<file path="src/avccfg_pkg.sv">
`timescale 1ns / 1ps
// ----------------------------------------------------------------------------
// avccfg_pkg
// Shared types, reset values and helpers for the AVC configuration record
// parser.
// ----------------------------------------------------------------------------
package avccfg_pkg;

  typedef enum logic [3:0] {
    PH_VERSION  = 4'd0,
    PH_PROFILE  = 4'd1,
    PH_COMPAT   = 4'd2,
    PH_LEVEL    = 4'd3,
    PH_LENSIZE  = 4'd4,
    PH_SPSCOUNT = 4'd5,
    PH_LENHI    = 4'd6,
    PH_LENLO    = 4'd7,
    PH_PAYLOAD  = 4'd8,
    PH_PPSCOUNT = 4'd9,
    PH_EXT0     = 4'd10,
    PH_EXT1     = 4'd11,
    PH_EXT2     = 4'd12,
    PH_EXTCOUNT = 4'd13,
    PH_TRAIL    = 4'd14
  } phase_t;

  localparam logic [1:0] GRP_SPS = 2'd0;
  localparam logic [1:0] GRP_PPS = 2'd1;
  localparam logic [1:0] GRP_EXT = 2'd2;

  localparam logic [7:0] PROF_HIGH    = 8'd100;
  localparam logic [7:0] PROF_HIGH10  = 8'd110;
  localparam logic [7:0] PROF_HIGH422 = 8'd122;
  localparam logic [7:0] PROF_HIGH444 = 8'd144;

  localparam logic [7:0] SPS_COUNT_MASK = 8'h1F;

  typedef struct packed {
    phase_t      phase;
    logic [1:0]  group;
    logic [7:0]  sets_left;
    logic [7:0]  set_counter;
    logic [15:0] payload_left;
    logic [7:0]  length_high;
    logic [31:0] byte_count;
    logic        record_done;
    logic [7:0]  profile_reg;
    logic [7:0]  level_reg;
    logic [2:0]  length_size_reg;
    logic [7:0]  ext_fields;
  } state_t;

  localparam state_t STATE_RESET = '{
    phase:           PH_VERSION,
    group:           2'd0,
    sets_left:       8'd0,
    set_counter:     8'd0,
    payload_left:    16'd0,
    length_high:     8'd0,
    byte_count:      32'd0,
    record_done:     1'b0,
    profile_reg:     8'd0,
    level_reg:       8'd0,
    length_size_reg: 3'd1,
    ext_fields:      8'd0
  };

  typedef struct packed {
    logic [3:0]  byte_role;
    logic [1:0]  set_group;
    logic [7:0]  set_index;
    logic        done_res;
    logic        parse_error;
    logic [31:0] consumed_bytes;
    logic [7:0]  profile;
    logic [7:0]  level;
    logic [2:0]  nal_length_size;
    logic [1:0]  chroma_fmt;
    logic [2:0]  luma_depth_minus8;
    logic [2:0]  chroma_depth_minus8;
  } result_t;

  function automatic phase_t advance_sets(input logic [1:0] grp, input logic [7:0] left,
                                          input logic [7:0] prof);
    logic has_ext;
    has_ext = (prof == PROF_HIGH) || (prof == PROF_HIGH10) ||
              (prof == PROF_HIGH422) || (prof == PROF_HIGH444);
    if (left != 8'd0) begin
      return PH_LENHI;
    end else if (grp == GRP_SPS) begin
      return PH_PPSCOUNT;
    end else if (grp == GRP_PPS && has_ext) begin
      return PH_EXT0;
    end
    return PH_TRAIL;
  endfunction

endpackage

</file>
<file path="src/avc_config_record_parser.sv">
`timescale 1ns / 1ps
// ----------------------------------------------------------------------------
// avc_config_record_parser
// Byte-serial parser for an AVC decoder configuration record.
// ----------------------------------------------------------------------------
// One word is one record byte; every accepted byte yields exactly one result
// word, registered in the next cycle. A byte is accepted every cycle as long as
// the result register is empty or being drained, so throughput is one byte per
// clock, set by the single parse-state register updated per byte. The byte
// marked last carries status and decoded header fields, and the parser then
// starts over at the version byte of a new buffer.
module avc_config_record_parser (
  input  logic        clk,
  input  logic        rst,
  input  logic        in_valid,
  output logic        in_stall,
  input  logic [7:0]  data_byte,
  input  logic        last,
  output logic        out_valid,
  input  logic        out_stall,
  output logic [3:0]  byte_role,
  output logic [1:0]  set_group,
  output logic [7:0]  set_index,
  output logic        done_res,
  output logic        parse_error,
  output logic [31:0] consumed_bytes,
  output logic [7:0]  profile,
  output logic [7:0]  level,
  output logic [2:0]  nal_length_size,
  output logic [1:0]  chroma_fmt,
  output logic [2:0]  luma_depth_minus8,
  output logic [2:0]  chroma_depth_minus8
);

  avccfg_pkg::state_t  state;
  avccfg_pkg::state_t  state_next;
  avccfg_pkg::result_t res_next;
  avccfg_pkg::result_t res;
  logic                in_acc;

  assign in_stall = out_valid && out_stall;
  assign in_acc   = in_valid && !in_stall;

  avccfg_step u_step (
    .cur       (state),
    .data_byte (data_byte),
    .last      (last),
    .nxt       (state_next),
    .res       (res_next)
  );

  always_ff @(posedge clk) begin
    if (rst) begin
      state <= avccfg_pkg::STATE_RESET;
    end else if (in_acc) begin
      state <= last ? avccfg_pkg::STATE_RESET : state_next;
    end
  end

  always_ff @(posedge clk) begin
    if (rst) begin
      out_valid <= 1'b0;
    end else if (!in_stall) begin
      out_valid <= in_acc;
    end
  end

  always_ff @(posedge clk) begin
    if (in_acc) begin
      res <= res_next;
    end
  end

  assign byte_role           = res.byte_role;
  assign set_group           = res.set_group;
  assign set_index           = res.set_index;
  assign done_res            = res.done_res;
  assign parse_error         = res.parse_error;
  assign consumed_bytes      = res.consumed_bytes;
  assign profile             = res.profile;
  assign level               = res.level;
  assign nal_length_size     = res.nal_length_size;
  assign chroma_fmt          = res.chroma_fmt;
  assign luma_depth_minus8   = res.luma_depth_minus8;
  assign chroma_depth_minus8 = res.chroma_depth_minus8;

endmodule

</file>
<file path="src/avccfg_step.sv">
`timescale 1ns / 1ps
// ----------------------------------------------------------------------------
// avccfg_step
// Next-state and result logic for one record byte.
// ----------------------------------------------------------------------------
module avccfg_step (
  input  avccfg_pkg::state_t  cur,
  input  logic [7:0]          data_byte,
  input  logic                last,
  output avccfg_pkg::state_t  nxt,
  output avccfg_pkg::result_t res
);

  logic [15:0] len;
  logic [15:0] pay_dec;
  logic        in_set;

  assign len     = {cur.length_high, data_byte};
  assign pay_dec = cur.payload_left - 16'd1;
  assign in_set  = (cur.phase == avccfg_pkg::PH_LENHI) ||
                   (cur.phase == avccfg_pkg::PH_LENLO) ||
                   (cur.phase == avccfg_pkg::PH_PAYLOAD);

  always_comb begin
    nxt = cur;
    if (!cur.record_done) begin
      nxt.byte_count = cur.byte_count + 32'd1;
    end
    case (cur.phase)
      avccfg_pkg::PH_VERSION: nxt.phase = avccfg_pkg::PH_PROFILE;
      avccfg_pkg::PH_PROFILE: begin
        nxt.profile_reg = data_byte;
        nxt.phase       = avccfg_pkg::PH_COMPAT;
      end
      avccfg_pkg::PH_COMPAT: nxt.phase = avccfg_pkg::PH_LEVEL;
      avccfg_pkg::PH_LEVEL: begin
        nxt.level_reg = data_byte;
        nxt.phase     = avccfg_pkg::PH_LENSIZE;
      end
      avccfg_pkg::PH_LENSIZE: begin
        nxt.length_size_reg = {1'b0, data_byte[1:0]} + 3'd1;
        nxt.phase           = avccfg_pkg::PH_SPSCOUNT;
      end
      avccfg_pkg::PH_SPSCOUNT: begin
        nxt.group       = avccfg_pkg::GRP_SPS;
        nxt.sets_left   = data_byte & avccfg_pkg::SPS_COUNT_MASK;
        nxt.set_counter = 8'd0;
        nxt.phase       = avccfg_pkg::advance_sets(nxt.group, nxt.sets_left,
                                                   cur.profile_reg);
      end
      avccfg_pkg::PH_LENHI: begin
        nxt.length_high = data_byte;
        nxt.phase       = avccfg_pkg::PH_LENLO;
      end
      avccfg_pkg::PH_LENLO: begin
        if (len == 16'd0) begin
          nxt.sets_left   = cur.sets_left - 8'd1;
          nxt.set_counter = cur.set_counter + 8'd1;
          nxt.phase       = avccfg_pkg::advance_sets(cur.group, nxt.sets_left,
                                                     cur.profile_reg);
        end else begin
          nxt.payload_left = len;
          nxt.phase        = avccfg_pkg::PH_PAYLOAD;
        end
      end
      avccfg_pkg::PH_PAYLOAD: begin
        nxt.payload_left = pay_dec;
        if (pay_dec == 16'd0) begin
          nxt.sets_left   = cur.sets_left - 8'd1;
          nxt.set_counter = cur.set_counter + 8'd1;
          nxt.phase       = avccfg_pkg::advance_sets(cur.group, nxt.sets_left,
                                                     cur.profile_reg);
        end
      end
      avccfg_pkg::PH_PPSCOUNT: begin
        nxt.group       = avccfg_pkg::GRP_PPS;
        nxt.sets_left   = data_byte;
        nxt.set_counter = 8'd0;
        nxt.phase       = avccfg_pkg::advance_sets(nxt.group, nxt.sets_left,
                                                   cur.profile_reg);
      end
      avccfg_pkg::PH_EXT0: begin
        nxt.ext_fields[7:6] = data_byte[1:0];
        nxt.phase           = avccfg_pkg::PH_EXT1;
      end
      avccfg_pkg::PH_EXT1: begin
        nxt.ext_fields[5:3] = data_byte[2:0];
        nxt.phase           = avccfg_pkg::PH_EXT2;
      end
      avccfg_pkg::PH_EXT2: begin
        nxt.ext_fields[2:0] = data_byte[2:0];
        nxt.phase           = avccfg_pkg::PH_EXTCOUNT;
      end
      avccfg_pkg::PH_EXTCOUNT: begin
        nxt.group       = avccfg_pkg::GRP_EXT;
        nxt.sets_left   = data_byte;
        nxt.set_counter = 8'd0;
        nxt.phase       = avccfg_pkg::advance_sets(nxt.group, nxt.sets_left,
                                                   cur.profile_reg);
      end
      default: nxt.phase = cur.phase;
    endcase
    nxt.record_done = cur.record_done || (nxt.phase == avccfg_pkg::PH_TRAIL);
  end

  always_comb begin
    res             = '0;
    res.byte_role   = cur.phase;
    res.set_group   = in_set ? cur.group : 2'd0;
    res.set_index   = in_set ? cur.set_counter : 8'd0;
    if (last) begin
      res.done_res            = 1'b1;
      res.parse_error         = !nxt.record_done;
      res.consumed_bytes      = nxt.record_done ? nxt.byte_count : 32'd0;
      res.profile             = nxt.profile_reg;
      res.level               = nxt.level_reg;
      res.nal_length_size     = nxt.length_size_reg;
      res.chroma_fmt          = nxt.ext_fields[7:6];
      res.luma_depth_minus8   = nxt.ext_fields[5:3];
      res.chroma_depth_minus8 = nxt.ext_fields[2:0];
    end
  end

endmodule

</file>
<file path="config.mk">
export PLATFORM = sky130hd
export DESIGN_NAME = avc_config_record_parser
export DESIGN_NICKNAME = d
export VERILOG_FILES = /design/src/avccfg_pkg.sv /design/src/avc_config_record_parser.sv /design/src/avccfg_step.sv
export SDC_FILE = /design/constraint.sdc
export NUM_CORES = 1
export LEC_CHECK = 0
export BUFFER_PORTS_ARGS = -buffer_cell sky130_fd_sc_hd__buf_2
export CORE_ASPECT_RATIO = 1.1
export CORE_MARGIN = 3
export CORE_UTILIZATION = 34
export CTS_CLUSTER_DIAMETER = 120
export CTS_CLUSTER_SIZE = 16
export DETAILED_ROUTE_END_ITERATION = 6
export HOLD_SLACK_MARGIN = 0.12
export PLACE_DENSITY = 0.59
export SYNTH_ARGS = -nofsm -noshare
export SYNTH_HDL_FRONTEND = slang
export SYNTH_SLANG_ARGS = --single-unit
</file>
<file path="constraint.sdc">
create_clock -name clk -period 4.1 [get_ports clk]
set_input_delay 0.82 -clock clk [delete_from_list [all_inputs] [get_ports clk]]
set_output_delay 0.82 -clock clk [all_outputs]
set_load 0.1 [all_outputs]
</file>
==> results.ini <==
[sta]
worst_slack_ns=0.803
fin_skew_ns=0.0126
grt_setup_unrepaired=false
hold_viol=0
fmax_ghz=0.303
slew_headroom_pct=47.4
min_period_over_period_pct=80.4
setup_viol_count_final=0
worst_pin_slew_ns=0.784
fin_crit_ns=3.30
slew_viol_final=0
tns_ns=0

[cts]
clk_pin_slew_ns=0.08
clock-sinks=182
cts_buffer_depth=2
cts_buffers=17
post_cts_buffers=0
clk_latency_ns=0.44
htreeDepth=4
cts_tree=done
cts_resized=0
root_buffer=clkbuf_16
postCtsHoldBufs=0

[critical_path]
required_ns=4.39
r2r_slack_ns=0.80
critPathArrivalTime_ns=3.59
crit_family=simple AND/OR/NAND/NOR gates
slowest_delay_ns=0.49
reg2reg_depth=11
cp.depth=11
critPathCapture=consumed_bytes[10]
worstPathBufferInverterCount=2
crit_slowest_cell=or3b_1
reg2reg_to=consumed_bytes[10]
crit_type=flip-flop to flip-flop
worstPathCellList=inv_1 -> ha_1 -> or3b_1 -> nor4_4 -> xnor2_1 -> nand4b_1 -> o2bb2ai_1 -> a21oi_4 -> o221ai_4 -> buf_4 -> nor2_1
start_kind=flip-flop
crit_start=state[69]
r2r-start=state[69]
crit_fanout=30
cp-end-kind=flip-flop

[global_routing]
met1_usage_pct=22.2
overflow=0
grt_pass1_wl_um=37900
gr-usage-met3_pct=3.16
antenna_found_initial=0
grt_usage_pct=16.4
grt.busiest_layer=met2
grt_max_degree=51
grt_pass1_vias=7088
gr-usage-met2_pct=26.6

[synthesis]
async_flop_share_pct=0
avgSynthCellArea_um2=8.91
synth_cells=1015
ys_ff_latch=182
netlist_area_mm2=0.00905
synth_edf_count=75
ys.flop_type=dfxtp_1
ys_seq_area_share_pct=48.6
yosysUniqueCellTypes=75
ys_warn_count=0
syn-num-nets=1036

[cells_and_area]
regArea_mm2=0.00439
diodes=0
final_cell_mix=nor2_1 (176), dfxtp_1 (107), nand2_1 (98), buf_2 (89), a21oi_1 (80)
n_fill_cell=2636
largest_reg_flops=106
multi_input_area_mm2=0.00431
layout-drive-gt1-share_pct=15.6
final_common_cell=nor2_1
layout.nets=1100
top_register=state
areaGrowthSynthToFinish_pct=14.8

[hold_path]
hp-start=state[91]
hold_class=flip-flop to flip-flop

[placement]
port_buffers=89
place_ws_ns=0.652
finalWeightedCongestion=0.878
dp_hpwl_um=15700

[detailed_routing]
antenna_left=0
via_per_inst=5.31
post_drt_wl_per_cell_um=16.3
num_vias=7637
dr.pass1.iters=5
remaining_drc_errors=0
dr.first_iter.drc_count=535
totalWireLength_um=23400

[pwr]
vdd_drop_max_mv=0.214
p_per_area_mw_per_mm2=396
leakagePower_uw=0.00373

[die]
die_y_um=177
rows=61
core_area_mm2=0.0257
initial_utilization_pct=35.2
dieWidth_um=162
fp.dieArea_mm2=0.0286
num_io_pins=90

[run_status]
status=complete, no violations

[run]
maxCapViolCount=0

## Yosys cell counts (4+ instances only)
cell	number	area, um^2
dfxtp_1	107	2140
nand2_1	98	368
and3_1	17	106
o21ai_0	48	240
xnor2_1	32	280
buf_6	5	56.3
inv_1	16	60.1
o31ai_1	4	30.0
nand2b_1	11	68.8
nor3_1	31	155
a211oi_1	7	52.6
or4_1	4	30.0
xor2_1	12	105
nor2_2	6	37.5
nand3_1	25	125
o21ai_1	9	45.0
buf_2	6	30.0
buf_1	4	15.0
nand4_1	6	37.5
or3_1	11	68.8
a21o_1	4	30.0
clkbuf_1	47	176
mux2i_1	8	80.1
nor4_1	11	68.8
ha_1	8	100
and4_1	4	35.0
a31oi_1	5	31.3
o211ai_1	5	37.5
edfxtp_1	75	2250
and2_1	15	93.8
a32oi_1	5	43.8
nor2b_1	9	56.3
a21oi_1	80	400
nor2_1	176	661
a22oi_1	51	383
## cell type report
class / count / area share [%]
Inverter: 16 / 0.602
Tap cell: 346 / 4.17
Timing Repair Buffer: 107 / 5.59
Sequential cell: 182 / 42.3
Clock inverter: 15 / 1.69
Multi-Input combinational cell: 755 / 41.5
Clock buffer: 17 / 4.10
## worst min-delay path, cell delays in order (launching register included)
cell and delay [ns]:
dfxtp_1 0.32, o21ai_1 0.07, a21oi_1 0.06
## cells by family (layout without fill, tap and decap cells)
family / after synthesis / after routing / synth area share, %
AOI/OAI and AO/OA: 247 / 247 / 17.7
xor gates and xnor gates: 44 / 44 / 4.26
adders and majority gates: 8 / 8 / 1.11
buffers and inverters: 78 / 155 / 3.73
DFF: 182 / 182 / 48.6
muxes: 8 / 8 / 0.885
and+or+nand+nor: 448 / 448 / 23.8
## routing by layer
| layer | routed length [um] | vias up |
|---|---|---|
| met5 | 0 | - |
| met4 | 437 | 0 |
| met3 | 1020 | 36 |
| met2 | 11300 | 200 |
| met1 | 10700 | 3646 |
| li1 | - | 3755 |
## power by group
group	switching (uW)	internal, uW
clock	833	828
sequential	16.5	1920
combinational	435	73.6
total	1280	2830
## per-stage QoR
| stage | util [%] | hold WS (ns) | instance area, um^2 | power (uW) | instances |
|---|---|---|---|---|---|
| after floorplan | - | 0.403 | 9050 | 2390 | 1015 |
| after global placement | 38.0 | 0.470 | 9780 | 2490 | 1406 |
| after detailed placement | 38.0 | 0.482 | 9780 | 2490 | 1406 |
| after CTS | 40.4 | 0.494 | 10400 | 4160 | 1438 |
| after global routing | 40.4 | 0.508 | 10400 | 4260 | 1438 |
| final | 40.4 | 0.495 | 10400 | 4110 | 1438 |
## worst min path at each step
stage	endpoint	slack [ns]	depth (start not counted)
after global placement	state[91]	0.47	2
after global routing	state[101]	0.51	2
after detailed placement	state[101]	0.48	2
after CTS	state[101]	0.49	2
after floorplan	byte_role[3]	0.40	0
final	state[91]	0.50	2
Note: power is estimated with default switching activity, not from simulation.
